**src/rtl/abckw_pkg.sv**
```systemverilog
// Shared types, constants and helpers for the box-kernel importance weight block.
package abckw_pkg;

	// Fixed field widths
	localparam int WORD_W    = 32;
	localparam int HW_W      = 31;
	localparam int COUNT_W   = 11;
	localparam int NUM_SLOTS = 8;
	localparam int PADDR_W   = 5;
	localparam int PDATA_W   = 32;

	// Defaults for the top-level parameters
	localparam int DEF_MAX_PARTICLES = 1024;
	localparam int DEF_NUM_PARAMS    = 8;

	// 1.0 in Q16.16
	localparam logic [WORD_W-1:0] ONE_Q16 = 32'h0001_0000;

	// Request codes
	typedef enum logic [1:0] {
		REQ_CLEAR = 2'd0,
		REQ_LOAD  = 2'd1,
		REQ_QUERY = 2'd2
	} req_t;

	// Input item
	typedef struct packed {
		req_t               req_type;
		logic               first_round;
		logic [31:0]        past_weight;
		logic signed [31:0] param_0;
		logic signed [31:0] param_1;
		logic signed [31:0] param_2;
		logic signed [31:0] param_3;
		logic signed [31:0] param_4;
		logic signed [31:0] param_5;
		logic signed [31:0] param_6;
		logic signed [31:0] param_7;
	} item_t;

	// Result item
	typedef struct packed {
		logic [31:0]        new_weight;
		logic [COUNT_W-1:0] covering_count;
		logic               store_overflowed;
	} result_t;

	typedef logic [NUM_SLOTS-1:0][WORD_W-1:0] param_vec_t;

	// Gather the parameter fields of an item into a vector, slot 0 lowest
	function automatic param_vec_t item_params(input item_t it);
		param_vec_t v;
		v[0] = it.param_0;
		v[1] = it.param_1;
		v[2] = it.param_2;
		v[3] = it.param_3;
		v[4] = it.param_4;
		v[5] = it.param_5;
		v[6] = it.param_6;
		v[7] = it.param_7;
		return v;
	endfunction

endpackage

```
**src/rtl/abckw_recip.sv**
```systemverilog
// Restoring divider: floor(2^32 / sum) one quotient bit a cycle, saturated, 0 gives 1.0.
module abckw_recip #(
	parameter int SUM_W = abckw_pkg::WORD_W + 11
) (
	input  logic                         clk,
	input  logic                         arst_n,
	input  logic                         start,
	input  logic [SUM_W-1:0]             divisor,
	output logic                         done,
	output logic [abckw_pkg::WORD_W-1:0] quotient
);
	import abckw_pkg::*;

	localparam int STEPS  = WORD_W + 1;
	localparam int STEP_W = $clog2(STEPS);

	logic              busy_q;
	logic              done_q;
	logic [STEP_W-1:0] step_q;
	logic [SUM_W-1:0]  div_q;
	logic [SUM_W-1:0]  rem_q;
	logic [WORD_W:0]   quo_q;
	logic              zero_q;
	logic [SUM_W:0]    rem_sh;
	logic [SUM_W:0]    rem_next;
	logic              ge;

	// one restoring step; the dividend 2^32 has its only set bit first
	always_comb begin
		rem_sh   = {rem_q, (step_q == '0)};
		ge       = (rem_sh >= {1'b0, div_q});
		rem_next = ge ? (rem_sh - {1'b0, div_q}) : rem_sh;
	end

	// control
	always_ff @(posedge clk or negedge arst_n) begin
		if (!arst_n) begin
			busy_q <= 1'b0;
			done_q <= 1'b0;
			step_q <= '0;
		end else if (start) begin
			busy_q <= (divisor != '0);
			done_q <= (divisor == '0);
			step_q <= '0;
		end else if (busy_q) begin
			step_q <= step_q + 1'b1;
			if (step_q == STEP_W'(STEPS - 1)) begin
				busy_q <= 1'b0;
				done_q <= 1'b1;
			end
		end else begin
			done_q <= 1'b0;
		end
	end

	// datapath
	always_ff @(posedge clk) begin
		if (start) begin
			div_q  <= divisor;
			zero_q <= (divisor == '0);
			rem_q  <= '0;
			quo_q  <= '0;
		end else if (busy_q) begin
			rem_q <= rem_next[SUM_W-1:0];
			quo_q <= {quo_q[WORD_W-1:0], ge};
		end
	end

	assign done     = done_q;
	assign quotient = zero_q ? ONE_Q16 : (quo_q[WORD_W] ? '1 : quo_q[WORD_W-1:0]);

endmodule

```
**config.mk**
```make
export PLATFORM = sky130hd
export DESIGN_NAME = abckw_recip
export DESIGN_NICKNAME = d
export VERILOG_FILES = /design/src/rtl/abckw_pkg.sv /design/src/rtl/abckw_recip.sv
export SDC_FILE = /design/constraint.sdc
export NUM_CORES = 1
export LEC_CHECK = 0
export ABC_AREA = 0
export BUFFER_PORTS_ARGS = -buffer_cell sky130_fd_sc_hd__buf_4
export CAP_MARGIN = 20
export CORE_MARGIN = 2
export CORE_UTILIZATION = 60
export CTS_BUF_LIST = sky130_fd_sc_hd__clkbuf_16
export DETAILED_ROUTE_END_ITERATION = 10
export HOLD_SLACK_MARGIN = 0.03
export PLACE_DENSITY = 0.92
export SYNTH_ARGS = -nofsm -noshare
export SYNTH_HDL_FRONTEND = slang
export SYNTH_SLANG_ARGS = --single-unit
```
**constraint.sdc**
```tcl
create_clock -name clk -period 4.5 [get_ports clk]
set_input_delay 0.45 -clock clk [delete_from_list [all_inputs] [get_ports clk]]
set_output_delay 0.45 -clock clk [all_outputs]
set_load 0.01 [all_outputs]
```
==> Implementation_results.wiki <==
{| class="wikitable"
! Metric !! Value
|-
| Pins over their slew limit || 0
|-
| Fraction of final layout cells sized beyond drive strength 1 || 14.0%
|-
| Number of cells upsized or downsized after cts || 0
|-
| Cell area after placement || 0.00849 mm2
|-
| Std-Cell Rows || 41
|-
| Footprint of the multi-input gates || 0.00438 mm2
|-
| Flip-flop cell with the highest count after synthesis || sky130_fd_sc_hd__dfxtp_1
|-
| Power spent charging and discharging nets || 1.17 mW
|-
| First-pass GRT wire length || 31.8 mm
|-
| I/O pin count || 79
|-
| Clock Sinks || 128
|-
| Final Net Count || 1063
|-
| Register cell area after layout || 0.00305 mm2
|-
| Number of fill cells || 926
|-
| Power density over the cells || 391 mW/mm2
|-
| Internal || 2.36 mW
|-
| Worst hold-check path type || in -> reg
|-
| Transition time at the pin with the least slew margin || 1.11 ns
|-
| Pwr Total || 3.53 mW
|-
| Number of instances in the synthesized netlist || 925
|-
| Number of hold-repair buffers added at the cts stage || 1
|-
| Total negative setup slack || 0 ns
|-
| Final count of negative-setup-slack endpoints || 0
|-
| Cell taking the most area after synthesis || sky130_fd_sc_hd__dfxtp_1
|-
| Category of the most critical setup path || reg -> reg
|-
| Cell types occupying the most area after synthesis || sky130_fd_sc_hd__dfxtp_1, sky130_fd_sc_hd__edfxtp_1, sky130_fd_sc_hd__nor2_1, sky130_fd_sc_hd__ha_1, sky130_fd_sc_hd__mux2i_1
|-
| Worst IR Drop VDD || 0.000356 V
|-
| Number of buffers on the longest clock path || 2
|-
| Max-slew headroom at the worst pin || 26.1%
|-
| Sum of net half-perimeters after detailed placement || 13.6 mm
|-
| Die extent in x || 119 um
|-
| Clock network latency to the later pin of the worst-skew pair || 0.43 ns
|-
| Most numerous cell in the Yosys netlist || sky130_fd_sc_hd__nor2_1
|-
| Postcts setup bufs || 0
|-
| Required time of the critical path || 4.80 ns
|-
| Proportion of power drawn by the clock network || 35.4%
|-
| Combinational power share || 26.2%
|-
| H-Tree Level Count || 4
|-
| Count of antenna diodes in the layout || 0
|-
| Net switching fraction of the power || 33.0%
|-
| Setup repair after global routing missed its margin || false
|-
| Antenna violations before repair || 0
|-
| Area share of the largest cell type after synthesis || 19.2%
|-
| Unique masters post-synth || 72
|-
| Maximum number of pins on one net before global-route repair || 69
|-
| Clock root buffer master || sky130_fd_sc_hd__clkbuf_16
|-
| Total core area || 0.0128 mm2
|-
| Leading cell types by count after synthesis || sky130_fd_sc_hd__nor2_1, sky130_fd_sc_hd__dfxtp_1, sky130_fd_sc_hd__a21oi_1
|-
| Upper clock frequency limit || 261 MHz
|-
| Via Count || 7069
|-
| CP startpoint kind || flop
|-
| Routed length per instance || 17.0 um
|-
| Clock transition at path regs || 0.06 ns
|-
| IO Port Bufs || 78
|-
| Sequential power share || 38.4%
|-
| Routability congestion estimate from global placement || 0.944
|-
| Starting DRC count in detailed routing || 737
|-
| Final Hold Vio Count || 0
|-
| Critical Path End Type || flop
|-
| Share of the clock period used by the worst path || 85.1%
|-
| Number of design rule violations left after detail routing || 0
|-
| Layout area overhead || 14.1%
|-
| Length of the first detailed-routing pass in iterations || 6
|-
| FF+latch count, synth || 128
|-
| Cts bufs inserted || 17
|-
| Summed instance area of the synthesized netlist || 0.00791 mm2
|-
| TritonCTS clock tree || yes
|-
| Maximum net fanout on the critical path || 17
|-
| Number of max-capacitance violations reported || 0
|-
| Number of global-route vias before repair || 6727
|-
| Y dimension of the die || 119 um
|-
| Net count after synthesis || 1017
|-
| Fin Clk Skew || 0.0109 ns
|-
| DRT Wirelength || 19.6 mm
|-
| Aggregate global-route resource usage || 28.0%
|-
| Data arrival at the endpoint of the critical path || 4.14 ns
|-
| Portion of the post-synthesis area used by sequential elements || 38.5%
|-
| Synthesis warning total || 0
|-
| Overflow after GRT || 0
|-
| Average vias per placed instance || 6.12
|-
| Share of flip-flops with an asynchronous set or reset after synthesis || 6.25%
|-
| Result of the run || finished, final reports clean
|-
| Final critical delay including setup and external delays || 3.83 ns
|-
| Final Instance Area || 0.00903 mm2
|-
| Leakage || 3.92 nW
|-
| Post-synth EDFFs || 44
|-
| Effective utilization at floorplan || 62.0%
|-
| Number of routed nets with antenna violations || 0
|-
| Die Outline Area || 0.0141 mm2
|-
| Average instance area after synthesis || 8.56 um2
|}
==> critical path, stage by stage, from the launching register on <==
cell and delay (ns):
sky130_fd_sc_hd__dfrtp_1 0.42, sky130_fd_sc_hd__inv_1 0.08, sky130_fd_sc_hd__ha_1 0.13, sky130_fd_sc_hd__nor4b_1 0.30
sky130_fd_sc_hd__nand2b_1 0.13, sky130_fd_sc_hd__ha_1 0.21, sky130_fd_sc_hd__inv_1 0.07, sky130_fd_sc_hd__fa_1 0.22
sky130_fd_sc_hd__a211oi_1 0.09, sky130_fd_sc_hd__o21bai_1 0.25, sky130_fd_sc_hd__a21oi_2 0.12, sky130_fd_sc_hd__o21ai_2 0.21
sky130_fd_sc_hd__a31o_2 0.21, sky130_fd_sc_hd__a21o_1 0.58, sky130_fd_sc_hd__buf_4 0.34, sky130_fd_sc_hd__nor3_1 0.07
sky130_fd_sc_hd__a31oi_1 0.18, sky130_fd_sc_hd__o31ai_1 0.11
==> layer usage <==
layer,global-route usage [%],wire (um),up-vias
li1,-,-,3389
met1,35.4,8360,3284
met2,44.7,9240,334
met3,6.56,1320,62
met4,14.4,722,0
met5,0,0,-
==> registers in the layout (all words and copies together), names as in the netlist <==
register  cells
zero_q        1
quo_q        33
done          1
rem_q        43
step_q        6
div_q        43
busy_q        1
==> cell type report <==
class,count,share of cell area (%)
repair buffers,85,7.09
clock inverters,15,1.19
clock buffers,17,4.71
well taps,172,2.38
multi-input cells,681,48.5
inverters,58,2.41
flip-flops and latches,128,33.7
==> final timing paths <==
check	slack [ns]	cells past startpoint	end	startpoint
min in group asynchronous	0.40	2	done	arst_n
max reg2reg	0.67	17	rem_q[42]	step_q[0]
min	0.21	1	div_q[39]	divisor[39]
min reg2reg	0.48	2	rem_q[2]	rem_q[2]
max in group asynchronous	3.94	2	busy_q	arst_n
max	0.67	17	rem_q[42]	step_q[0]
==> logic make-up after synthesis <==
logic type,share of synthesized area (%)
and+or+nand+nor,18.2
AOI/OAI and AO/OA,19.0
DFF,38.5
buffers and inverters,6.29
muxes,6.59
adders and majority gates,7.37
xor gates and xnor gates,4.09
==> power groups by stage <==
| stage | Combinational (mW) | Sequential (mW) | Clock, mW |
|---|---|---|---|
| floorplan | 0.722 | 1.34 | 0 |
| global placement | 0.878 | 1.37 | 0 |
| detailed placement | 0.894 | 1.38 | 0 |
| CTS | 0.908 | 1.35 | 1.26 |
| global route | 1.01 | 1.36 | 1.31 |
| finish | 0.925 | 1.35 | 1.25 |
==> cell usage in the layout (no fill, tap or decap), drive strengths merged, types with 17 or more instances in the layout <==
cell type	count
xnor2	24
inv	64
a21o	19
mux2i	51
dfxtp	76
a211oi	34
nand3	20
buf	84
clkbuf	17
nand2	55
edfxtp	44
nor2	160
ha	45
nand4	20
o21ai	42
a21oi	72
==> metrics by stage <==
stage          setup WS [ns]  hold slack, ns  cells  utilization (%)
6_report               0.668           0.210   1156             70.7
5_1_grt                0.366           0.194   1156             70.7
4_1_cts                0.721           0.195   1156             70.7
3_5_place_dp           0.732           0.275   1123             66.4
3_3_place_gp           0.881           0.272   1123             66.4
2_1_floorplan           1.32           0.154    925                -
(Power assumes the default switching activity.)
