--- src/rtl/abckw_pkg.sv ---
// Shared types, constants and helpers for the box-kernel importance weight block.
package abckw_pkg;

	// Fixed field widths
	localparam int WORD_W    = 32;
	localparam int HW_W      = 31;
	localparam int COUNT_W   = 11;
	localparam int NUM_SLOTS = 8;
	localparam int PADDR_W   = 5;
	localparam int PDATA_W   = 32;

	// Defaults for the top-level parameters
	localparam int DEF_MAX_PARTICLES = 1024;
	localparam int DEF_NUM_PARAMS    = 8;

	// 1.0 in Q16.16
	localparam logic [WORD_W-1:0] ONE_Q16 = 32'h0001_0000;

	// Request codes
	typedef enum logic [1:0] {
		REQ_CLEAR = 2'd0,
		REQ_LOAD  = 2'd1,
		REQ_QUERY = 2'd2
	} req_t;

	// Input item
	typedef struct packed {
		req_t               req_type;
		logic               first_round;
		logic [31:0]        past_weight;
		logic signed [31:0] param_0;
		logic signed [31:0] param_1;
		logic signed [31:0] param_2;
		logic signed [31:0] param_3;
		logic signed [31:0] param_4;
		logic signed [31:0] param_5;
		logic signed [31:0] param_6;
		logic signed [31:0] param_7;
	} item_t;

	// Result item
	typedef struct packed {
		logic [31:0]        new_weight;
		logic [COUNT_W-1:0] covering_count;
		logic               store_overflowed;
	} result_t;

	typedef logic [NUM_SLOTS-1:0][WORD_W-1:0] param_vec_t;

	// Gather the parameter fields of an item into a vector, slot 0 lowest
	function automatic param_vec_t item_params(input item_t it);
		param_vec_t v;
		v[0] = it.param_0;
		v[1] = it.param_1;
		v[2] = it.param_2;
		v[3] = it.param_3;
		v[4] = it.param_4;
		v[5] = it.param_5;
		v[6] = it.param_6;
		v[7] = it.param_7;
		return v;
	endfunction

endpackage

--- src/rtl/abckw_cover.sv ---
// Box cover test: per-parameter difference, then magnitude against the half-width.
module abckw_cover #(
	parameter int NUM_PARAMS = abckw_pkg::DEF_NUM_PARAMS
) (
	input  logic                                         clk,
	input  logic                                         arst_n,
	input  logic                                         valid,
	input  logic [NUM_PARAMS-1:0][abckw_pkg::WORD_W-1:0] query,
	input  logic [NUM_PARAMS-1:0][abckw_pkg::HW_W-1:0]   halfwidth,
	input  logic [NUM_PARAMS-1:0][abckw_pkg::WORD_W-1:0] row,
	input  logic [abckw_pkg::WORD_W-1:0]                 weight,
	output logic                                         busy,
	output logic                                         hit_valid,
	output logic                                         hit,
	output logic [abckw_pkg::WORD_W-1:0]                 hit_weight
);
	import abckw_pkg::*;

	logic                                    valid_s2;
	logic                                    valid_s3;
	logic signed [NUM_PARAMS-1:0][WORD_W:0]  diff_s2;
	logic [WORD_W-1:0]                       weight_s2;
	logic                                    hit_s3;
	logic [WORD_W-1:0]                       weight_s3;
	logic [NUM_PARAMS-1:0]                   in_box;

	// valid pipe
	always_ff @(posedge clk or negedge arst_n) begin
		if (!arst_n) begin
			valid_s2 <= 1'b0;
			valid_s3 <= 1'b0;
		end else begin
			valid_s2 <= valid;
			valid_s3 <= valid_s2;
		end
	end

	// stage 2: exact 33-bit signed differences
	always_ff @(posedge clk) begin
		for (int i = 0; i < NUM_PARAMS; i++) begin
			diff_s2[i] <= $signed({query[i][WORD_W-1], query[i]})
				- $signed({row[i][WORD_W-1], row[i]});
		end
		weight_s2 <= weight;
	end

	// magnitude compare per parameter
	always_comb begin
		logic [WORD_W:0] mag;
		for (int i = 0; i < NUM_PARAMS; i++) begin
			mag       = diff_s2[i][WORD_W] ? (WORD_W+1)'(-diff_s2[i]) : diff_s2[i];
			in_box[i] = (mag <= {2'b00, halfwidth[i]});
		end
	end

	// stage 3: all parameters inside the box
	always_ff @(posedge clk) begin
		hit_s3    <= &in_box;
		weight_s3 <= weight_s2;
	end

	assign busy       = valid_s2 | valid_s3;
	assign hit_valid  = valid_s3;
	assign hit        = hit_s3;
	assign hit_weight = weight_s3;

endmodule

--- config.mk ---
export PLATFORM = sky130hd
export DESIGN_NAME = abckw_cover
export DESIGN_NICKNAME = d
export VERILOG_FILES = /design/src/rtl/abckw_pkg.sv /design/src/rtl/abckw_cover.sv
export SDC_FILE = /design/constraint.sdc
export NUM_CORES = 1
export LEC_CHECK = 0
export ABC_AREA = 1
export BUFFER_PORTS_ARGS = -buffer_cell sky130_fd_sc_hd__buf_2
export CAP_MARGIN = 20
export CORE_AREA = 2 2 327 329
export DETAILED_ROUTE_END_ITERATION = 10
export DIE_AREA = 0 0 329 331
export PLACE_DENSITY = 0.54
export REMOVE_ABC_BUFFERS = 1
export SYNTH_ARGS = -nofsm -noshare
export SYNTH_HDL_FRONTEND = slang
export SYNTH_SLANG_ARGS = --single-unit
--- constraint.sdc ---
create_clock -name clk -period 3.2 [get_ports clk]
set_input_delay 0.64 -clock clk [delete_from_list [all_inputs] [get_ports clk]]
set_output_delay 0.64 -clock clk [all_outputs]
set_load 0.02 [all_outputs]
==> run summary, run 1 <==
outcome -> finished, violations left
violated checks -> setup timing
internal power -> 12.7 mW
fin nets -> 7674
io pins -> 830
clk sinks -> 331
Clk pwr share -> 23.0%
Worst-Margin Slew -> 0.537 ns
share of layout cells above drive strength 1 -> 20.0%
Final Instance Area -> 44400 um^2
Synth cell types -> 54
H-Tree Depth -> 2
total power -> 21.9 mW
initial DRC count -> 1766
Critical Path RT -> 3.74 ns
CP Launch Type -> flip-flop
die area -> 109000 um^2
max frequency -> 310 MHz
sw power -> 9.16 mW
FF-to-FF setup slack -> -0.02 ns
Mapped Cells -> 5296
row cnt -> 119
number of buffers created by CTS -> 41
synthesized area -> 35100 um^2
syn avg cell area -> 6.64 um^2
RSZ-0062 raised after global routing -> yes
initial antenna violation count -> 82
Lkg Pwr -> 24.2 nW
Min Hold Slack -> 0.144 ns
Tcrit/Tclk final -> 101%
worst clock skew -> 0.0131 ns
routed wire length -> 136000 um
setup TNS -> -0.0215 ns
register share of total power -> 25.8%
r2r endpoint -> hit
Max VDD drop -> 0.000435 V
WS Path Type -> flip-flop to flip-flop
Comb pwr share -> 51.2%
worst flop-to-flop path startpoint -> diff_s2[66]
layout overhead on the synthesized area -> 26.3%
post-layout min period -> 3.22 ns
Via density -> 4.75
Worst setup EP type -> flip-flop
final worst slack -> -0.0215 ns
top cell type by total area after synthesis -> dfxtp_1
CP Max Fanout -> 3
global route hottest layer -> met2
#FFs+latches synth -> 331
most frequent cells in the layout -> inv_1 (1004), nand2_1 (998), buf_2 (829)
chip width -> 329 um
sequential-to-total area share from yosys stat -> 18.9%
Yosys warning count -> 0
met1 usage -> 29.6%
Clock Tree Root -> clkbuf_16
Synth top area share -> 18.7%
commonest non-fill, non-tap cell in the layout -> inv_1
routability cong. -> 0.967
Final Hold Fails -> 0
Most used DFF post-synth -> dfxtp_1
# DRC -> 0
met3 Resource Use GR -> 4.00%
grt total ovfl -> 0
worst skew pair latency -> 0.60 ns
Std-Cell Core Area -> 105000 um^2
Post-DRT Antenna Nets -> 0
worst hold path class -> input port to flip-flop
Initial Util -> 33.5%
largest net degree at the start of global routing -> 26
worst hold path depth -> 1
WP data arrival -> 3.76 ns
max-slew violation count -> 0
first-pass GRT wire length -> 206000 um
DIE HEIGHT -> 331 um
Port Buf Inserts -> 829
DRT Pass-1 Iters -> 5
CTS Buffer Depth -> 3
Switching Share -> 41.9%
M2 GR Usage -> 43.1%
vias -> 37.2k
all-layer global routing usage -> 24.3%
max_slew headroom -> 63.9%
CTS tree -> yes
via count of the first global-routing pass -> 37.0k
Post-DP Area -> 42400 um^2
hold_sp -> weight[11]
worst reg-to-reg path cell count -> 25
WL/cell -> 17.4 um
ys async rst share -> 0.604%
HPWL after DPL -> 123000 um
# setup viols final -> 1
number of enable flip-flop cells after synthesis -> 0
# Max-Cap Violations -> 0
Hold EP -> weight_s2[11]
PwrDens -> 493 nW/um^2
clk slew on worst S/H paths -> 0.07 ns
top cells by area, synth -> dfxtp_1 (19%), ha_1 (18%), inv_1 (11%)
cells in the mapped netlist, types with 38 or more instances:
cell type  count
o21ai_0      199
a21oi_1      345
inv_1       1010
nand2_1     1008
o21a_1        38
nand3_1      217
xor2_1       315
nor3_1        62
dfxtp_1      329
a21o_1        62
nand4_1       62
xnor2_1      151
ha_1         512
o21bai_1      60
nor2_1       630
stage by stage:
step           instances  util [%]  worst slack [ns]
5_1_grt             7801      42.2            -0.356
6_report            7824      42.3           -0.0215
3_5_place_dp        7690      40.4            -0.344
4_1_cts             7777      42.1           -0.0554
3_3_place_gp        7690      40.4            -0.286
2_1_floorplan       5273         -             0.283
timing repair:
action | 4_1_cts | 5_1_grt
pin swaps | 38 | 22
endpoints found under the setup margin | 1 | 1
endpoints found under the hold margin | 2 | 0
setup buffers | 13 | 4
hold buffers | 1 | 0
gates resized for setup | 49 | 30
area by class of cell:
| type | instances | area [um^2] |
|---|---|---|
| tap | 1391 | 1740 |
| sequential | 331 | 6640 |
| inverter | 1013 | 3800 |
| fill | 11360 | 60600 |
| clock buffer | 53 | 1140 |
| timing repair buffer | 1043 | 5770 |
| antenna | 43 | 108 |
| multi-input combinational | 3929 | 24900 |
| clock inverter | 21 | 307 |
worst max-delay path, cell delays in order, from the launching register on:
cell and delay [ns]:
dfxtp_1 0.30, inv_1 0.07, ha_1 0.19, nand3_2 0.12
nor2_4 0.14, nand3_2 0.12, nor2_4 0.13, nand3_1 0.11
nor2_2 0.16, nand2_1 0.07, nand2_1 0.07, o21ai_1 0.07
xor2_1 0.15, ha_1 0.29, a21o_1 0.19, inv_2 0.08
o21ai_4 0.07, nor2_2 0.10, nand2_1 0.08, a21oi_2 0.12
nand2_1 0.06, nor2_1 0.09, nand3_1 0.08, nor2_1 0.11
nand3_1 0.08, nor2_1 0.09
sequential cells by signal, summed over array words and instances, names as in the netlist:
register and cells:
valid_s2 1, hit_valid 1, weight_s2 32, diff_s2 264, hit 1, hit_weight 32
worst max-delay path by stage:
stage / slack (ns) / endpoint / from / depth (start not counted)
2_1_floorplan: 0.28 / hit / diff_s2[66] / 25
3_3_place_gp: -0.29 / hit / diff_s2[33] / 24
3_5_place_dp: -0.34 / hit / diff_s2[33] / 24
4_1_cts: -0.06 / hit / diff_s2[0] / 23
5_1_grt: -0.36 / hit / diff_s2[34] / 22
6_report: -0.02 / hit / diff_s2[66] / 25
per-layer routing:
layer,vias to the layer above,share of wire (%)
met5,-,0.12
met4,28,3.2
met3,221,6.1
met2,981,49
met1,16743,42
li1,19196,-
cell families (layout without fill, tap and decap cells):
group,count (synthesis),count (layout),share of synthesized area [%]
buf+inv,1036,2130,11.1
simple gates,2053,2053,24.2
xor+xnor,466,466,11.6
fa+ha+maj,520,520,18.7
other cells,0,43,0
compound gates,890,890,15.5
flops,331,331,18.9
power groups by stage:
stage | combinational (mW) | sequential [mW] | clock, mW
floorplan | 7.31 | 5.63 | 0
global placement | 11.0 | 5.71 | 0
detailed placement | 11.1 | 5.73 | 0
CTS | 11.3 | 5.64 | 5.20
global route | 12.8 | 5.75 | 5.36
finish | 11.2 | 5.64 | 5.03
No activity file was read; power rests on OpenSTA's default activity.
==> inputs of run 2 (changes only) <==
- ABC_AREA: 1 -> unset
- CORE_AREA: 2 2 327 329 -> 2 2 320 322
- DIE_AREA: 0 0 329 331 -> 0 0 322 324
- PLACE_DENSITY: 0.54 -> 0.52
==> run 2 against run 1 <==
Against the previous run: the run still ends with setup timing left; hold slack got worse by 0.016 ns; worst setup slack got worse by 1.5 ns; fmax decreased by 31%; critical path depth decreased by 5; flip-flop and latch count unchanged; largest cell class unchanged.
==> run summary, run 2 <==
worst flop-to-flop path startpoint -> diff_s2[73]
worst reg-to-reg path cell count -> 20
# Max-Cap Violations -> 0
met2 wire len -> 56900 um
CP Launch Type -> flip-flop
XOR/XNOR share of the synthesized area -> 12.0%
Clock Tree Root -> clkbuf_16
Final Hold Fails -> 0
final core occ -> 44.6%
WS Path Type -> flip-flop to flip-flop
# setup viols final -> 1
#FFs+latches synth -> 331
Synth top area share -> 20.8%
syn avg cell area -> 7.88 um^2
Worst-Margin Slew -> 0.674 ns
CP most frequent cell -> or4_4
max-slew violation count -> 0
number of flip-flops in the largest register -> 264
sequential-to-total area share from yosys stat -> 21.0%
die area -> 104000 um^2
DRT Pass-1 Iters -> 5
worst clock skew -> 0.0144 ns
max frequency -> 214 MHz
met1 wire length -> 52300 um
final worst slack -> -1.48 ns
post-synthesis mux area share -> 0.0949%
Yosys warning count -> 0
worst hold path class -> input port to flip-flop
vias -> 33.5k
Lkg Pwr -> 23.2 nW
PwrDens -> 468 nW/um^2
CP max stage cell -> or4_4
Initial Util -> 31.3%
area share of fa/ha/maj cells after synthesis -> 20.8%
WL met3 -> 5770 um
initial antenna violation count -> 59
Critical Path RT -> 3.71 ns
Tcrit/Tclk final -> 146%
most frequent cells in the layout -> buf_2 (829), buf_4 (772), inv_1 (608)
clk slew on worst S/H paths -> 0.06 ns
Most flops, register -> diff_s2
hold_sp -> weight[25]
outcome -> finished, violations left
FF-to-FF setup slack -> -1.48 ns
first-pass GRT wire length -> 178000 um
Post-DP Area -> 43100 um^2
fin nets -> 6933
Worst setup EP type -> flip-flop
# DRC -> 0
most common cell in the netlist -> inv_1
CTS tree -> yes
commonest non-fill, non-tap cell in the layout -> buf_2
top cell type by total area after synthesis -> dfxtp_1
DIE HEIGHT -> 324 um
max_slew headroom -> 54.6%
Final Instance Area -> 45100 um^2
largest family of logic cells by synthesized area -> compound AO/OA/AOI/OAI gates
uppermost layer routed -> met5
worst hold path depth -> 1
post-layout min period -> 4.68 ns
Max VDD drop -> 0.000364 V
pre-CTS setup slack -> -2.12 ns
Synth top cells by count -> inv_1 (608), ha_1 (512), xnor2_1 (363), dfxtp_1 (329), a21oi_1 (290)
top cells by area, synth -> dfxtp_1 (21%), ha_1 (20%), xnor2_1 (10%)
row cnt -> 117
all-layer global routing usage -> 21.8%
Most used DFF post-synth -> dfxtp_1
grt total ovfl -> 0
RSZ-0062 raised after global routing -> yes
CP Max Fanout -> 3
Max stage delay on crit path -> 0.54 ns
total power -> 21.1 mW
chip width -> 322 um
Simple-Gate Fraction of Synth Area -> 15.4%
r2r endpoint -> hit
WP data arrival -> 5.19 ns
CTS Buffer Depth -> 3
WL/cell -> 16.9 um
layout overhead on the synthesized area -> 42.4%
Synth cell types -> 71
worst skew pair latency -> 0.61 ns
initial DRC count -> 1407
Std-Cell Core Area -> 101000 um^2
ys async rst share -> 0.604%
violated checks -> setup timing
routed wire length -> 118000 um
Mapped Cells -> 4012
critical-path cell list -> or4_4 > or4_4 > or2_4 > nor2_4 > nand2_2 > or2_4 > o31ai_4 > xnor2_2 > ha_1 > nand4_1 > nor3_2 > buf_4 > a31oi_4 > a2111oi_4 > buf_4 > o2111ai_2 > a2111oi_2 > nand3b_1 > or4_4 > nor4_4
clk sinks -> 331
routability cong. -> 0.913
Post-DRT Antenna Nets -> 0
Min Hold Slack -> 0.128 ns
# fillers -> 10.4k
HPWL after DPL -> 105000 um
number of enable flip-flop cells after synthesis -> 0
Synth Area in Compound Gates -> 23.0%
via count of the first global-routing pass -> 33.2k
number of buffers created by CTS -> 43
H-Tree Depth -> 2
share of layout cells above drive strength 1 -> 31.2%
Port Buf Inserts -> 829
synthesized area -> 31600 um^2
Via density -> 4.80
largest net degree at the start of global routing -> 30
io pins -> 830
Hold EP -> weight_s2[25]
run 2: cell count changes in the layout (fill, tap and decap cells not counted), sizes merged, moves of 74 or more:
cell and change:
nand2 -773, buf +566, nor2 -451, inv -401, xor2 -246, xnor2 +212
nand3 -164, a21o +74
run 2: timing repair:
| action | CTS | global route |
|---|---|---|
| endpoints found under the hold margin | 2 | 0 |
| pin swaps | 6 | 16 |
| resized for setup | 25 | 36 |
| buffers inserted | 0 | 5 |
| hold buffers | 1 | 0 |
| setup endpoints to repair | 1 | 12 |
run 2: final cells by class:
cell class	count	area, um^2	area share [%]
diodes	22	55.1	0.122
flip-flops and latches	331	6640	14.7
clock buffers	53	1160	2.58
inverters	608	2280	5.07
well taps	1309	1640	3.64
repair buffers	1609	10100	22.4
clock inverters	24	412	0.914
multi-input cells	3025	22800	50.6
run 2: critical path, delay by kind of cell (launching register included):
kind | cells | cell delay, ns
AND/OR/NAND/NOR | 11 | 2.72
buffers and inverters | 2 | 0.32
adder cells (fa/ha/maj) | 1 | 0.30
flip-flops | 1 | 0.31
AO/OA/AOI/OAI | 5 | 0.86
XOR/XNOR | 1 | 0.08
run 2: power by group:
| group | switching, mW | internal, mW | total, mW | leakage (nW) |
|---|---|---|---|---|
| Clock | 2.01 | 3.33 | 5.34 | 0.748 |
| Combinational | 4.97 | 5.40 | 10.4 | 19.7 |
| Sequential | 0.455 | 4.90 | 5.36 | 2.80 |
run 2: worst max path at each step:
stage / startpoint / end / slack, ns / depth (start not counted)
after CTS: diff_s2[73] / hit / -1.77 / 20
after detailed placement: diff_s2[73] / hit / -2.12 / 20
after global routing: diff_s2[73] / hit / -1.71 / 20
after global placement: diff_s2[73] / hit / -2.00 / 20
after floorplan: diff_s2[102] / hit / -1.42 / 18
final: diff_s2[73] / hit / -1.48 / 20
run 2: metal layers:
layer,up-vias,track usage [%]
met5,-,0
met4,40,5.94
met3,162,3.60
met2,729,38.9
met1,15179,26.9
li1,17396,-
run 2: cells by family (layout without fill, tap and decap cells):
family / count (synthesis) / after routing
AOI/OAI and AO/OA: 1126 / 1126
and+or+nand+nor: 944 / 944
buffers and inverters: 656 / 2294
adders and majority gates: 520 / 520
xor gates and xnor gates: 432 / 432
DFF: 331 / 331
muxes: 3 / 3
other: 0 / 22
run 2: metrics by stage:
stage          cells  TNS [ns]
4_1_cts         6954     -1.77
6_report        6981     -1.48
3_5_place_dp    6876    -12.00
2_1_floorplan   3964     -1.42
5_1_grt         6972     -1.77
3_3_place_gp    6875    -13.66
==> inputs of run 3 (changes only) <==
==> constraint.sdc (replaced) <==
create_clock -name clk -period 3.2 [get_ports clk]
set_input_delay 0.96 -clock clk [delete_from_list [all_inputs] [get_ports clk]]
set_output_delay 0.96 -clock clk [all_outputs]
set_load 0.02 [all_outputs]
==> run 3 against run 2 <==
Against the previous run: the run still ends with setup timing left; global-route usage increased by 0.16 points; critical path depth decreased by 1; first-iteration DRC count increased by 5.0%; combinational power about the same; total power about the same; critical endpoint unchanged; highest routed layer unchanged.
==> run summary, run 3 (same netlist as run 2, synthesis figures left out) <==
Worst-Margin Slew -> 0.686 ns
clk slew on worst S/H paths -> 0.06 ns
global route hottest layer -> met2
Max VDD drop -> 0.000318 V
dpl cells -> 7028
PwrDens -> 455 nW/um^2
number of buffers created by CTS -> 42
final core occ -> 45.8%
# hold bufs at CTS -> 0
initial antenna violation count -> 81
WL/cell -> 16.7 um
Port Buf Inserts -> 829
vias -> 34.1k
Via density -> 4.78
max-slew violation count -> 0
fin cells -> 7148
met3 Resource Use GR -> 5.06%
routability cong. -> 0.917
clk sinks -> 331
initial DRC count -> 1477
worst flop-to-flop path startpoint -> diff_s2[102]
max frequency -> 218 MHz
Most flops, register -> diff_s2
Lkg Pwr -> 24.0 nW
Min Hold Slack -> 0.149 ns
met1 usage -> 26.2%
most frequent cells in the layout -> buf_4 (925), buf_2 (830), inv_1 (607)
die area -> 104000 um^2
post-layout min period -> 4.60 ns
Post-DP Area -> 44200 um^2
max_slew headroom -> 53.9%
Final Instance Area -> 46300 um^2
largest net degree at the start of global routing -> 25
worst hold path class -> input port to async pin
worst reg-to-reg path cell count -> 19
WS Path Type -> flip-flop to flip-flop
worst clock skew -> 0.0311 ns
DIE HEIGHT -> 324 um
all-layer global routing usage -> 22.0%
HPWL after DPL -> 106000 um
Initial Util -> 31.3%
CP Max Fanout -> 4
r2r endpoint -> hit
FF-to-FF setup slack -> -1.40 ns
grt total ovfl -> 0
final worst slack -> -1.40 ns
total power -> 21.1 mW
worst skew pair latency -> 0.60 ns
CP startpoint -> diff_s2[102]
share of layout cells above drive strength 1 -> 33.6%
RSZ-0062 raised after global routing -> yes
chip width -> 322 um
layout overhead on the synthesized area -> 46.4%
io pins -> 830
Critical path destination -> hit
commonest non-fill, non-tap cell in the layout -> buf_4
# Max-Cap Violations -> 0
number of flip-flops in the largest register -> 264
Critical Path RT -> 3.72 ns
CTS tree -> yes
violated checks -> setup timing
CTS Buffer Depth -> 3
Post-DRT Antenna Nets -> 0
row cnt -> 117
Std-Cell Core Area -> 101000 um^2
via count of the first global-routing pass -> 33.4k
routed wire length -> 119000 um
H-Tree Depth -> 2
first-pass GRT wire length -> 178000 um
M2 GR Usage -> 38.3%
Tcrit/Tclk final -> 144%
Worst setup EP type -> flip-flop
DRT Pass-1 Iters -> 5
fin nets -> 7083
Final Hold Fails -> 0
Clock Tree Root -> clkbuf_16
CP Launch Type -> flip-flop
# setup viols final -> 1
WP data arrival -> 5.11 ns
outcome -> finished, violations left
# DRC -> 0
-- run 3: cell types whose count changed in the layout (fill, tap and decap cells not counted), moves of 5 or more --
cell	previous run	this run
o22ai_1	17	11
o21ai_1	2	10
buf_4	772	925
clkinv_2	3	8
o21ai_0	240	230
o31ai_1	71	66
diode_2	22	37
-- run 3: where the power goes --
part | internal [mW] | switching (mW)
combinational | 5.61 | 5.06
clock | 3.03 | 2.00
sequential | 4.90 | 0.460
-- run 3: final cells by class --
cell class                      instances  area (um^2)
Inverter                              608         2280
Antenna cell                           37         92.6
Timing Repair Buffer                 1760        11200
Tap cell                             1309         1640
Clock inverter                         22          279
Fill cell                           10301        54700
Multi-Input combinational cell       3025        23000
Sequential cell                       331         6640
Clock buffer                           56         1180
-- run 3: worst min-delay path by stage --
stage                        from              to  slack (ns)  cells after the start
floorplan            weight_s2[0]   hit_weight[0]        0.31                      0
global placement     weight_s2[4]   hit_weight[4]        0.31                      0
detailed placement  weight_s2[24]  hit_weight[24]        0.31                      0
CTS                        arst_n       hit_valid         0.1                      1
global route               arst_n       hit_valid        0.12                      1
finish                     arst_n       hit_valid        0.15                      1
-- run 3: worst max-delay path, cell delays in order, from the launching register on --
cell and delay, ns:
dfxtp_1 0.30, or4_1 0.60, nor4_4 0.19, nand2b_1 0.13, or4_4 0.46, nor4_4 0.19
nand2b_1 0.16, buf_4 0.17, o41ai_2 0.22, xnor2_1 0.16, ha_1 0.26, a21oi_1 0.19
a21oi_1 0.06, a211oi_1 0.21, o2111a_1 0.20, o2111ai_1 0.10, a2111oi_1 0.27, nand3b_1 0.10
or4_1 0.41, nor4_2 0.14
-- run 3: timing repair --
action / 4_1_cts / 5_1_grt
pin swaps: 6 / 28
resized for setup: 39 / 73
buffers inserted: 0 / 5
hold endpoints to repair: 0 / 0
endpoints found under the setup margin: 13 / 28
-- run 3: per-layer routing --
layer / up-vias / routed length (um)
met2: 756 / 56800
li1: 17719 / -
met5: - / 463
met1: 15363 / 50600
met3: 234 / 7770
met4: 70 / 3760
-- run 3: metrics by stage --
step / worst slack, ns / TNS [ns]
3_5_place_dp: -1.98 / -35.73
3_3_place_gp: -1.96 / -38.08
4_1_cts: -1.75 / -1.75
6_report: -1.40 / -1.40
5_1_grt: -1.67 / -1.72
2_1_floorplan: -1.42 / -3.78
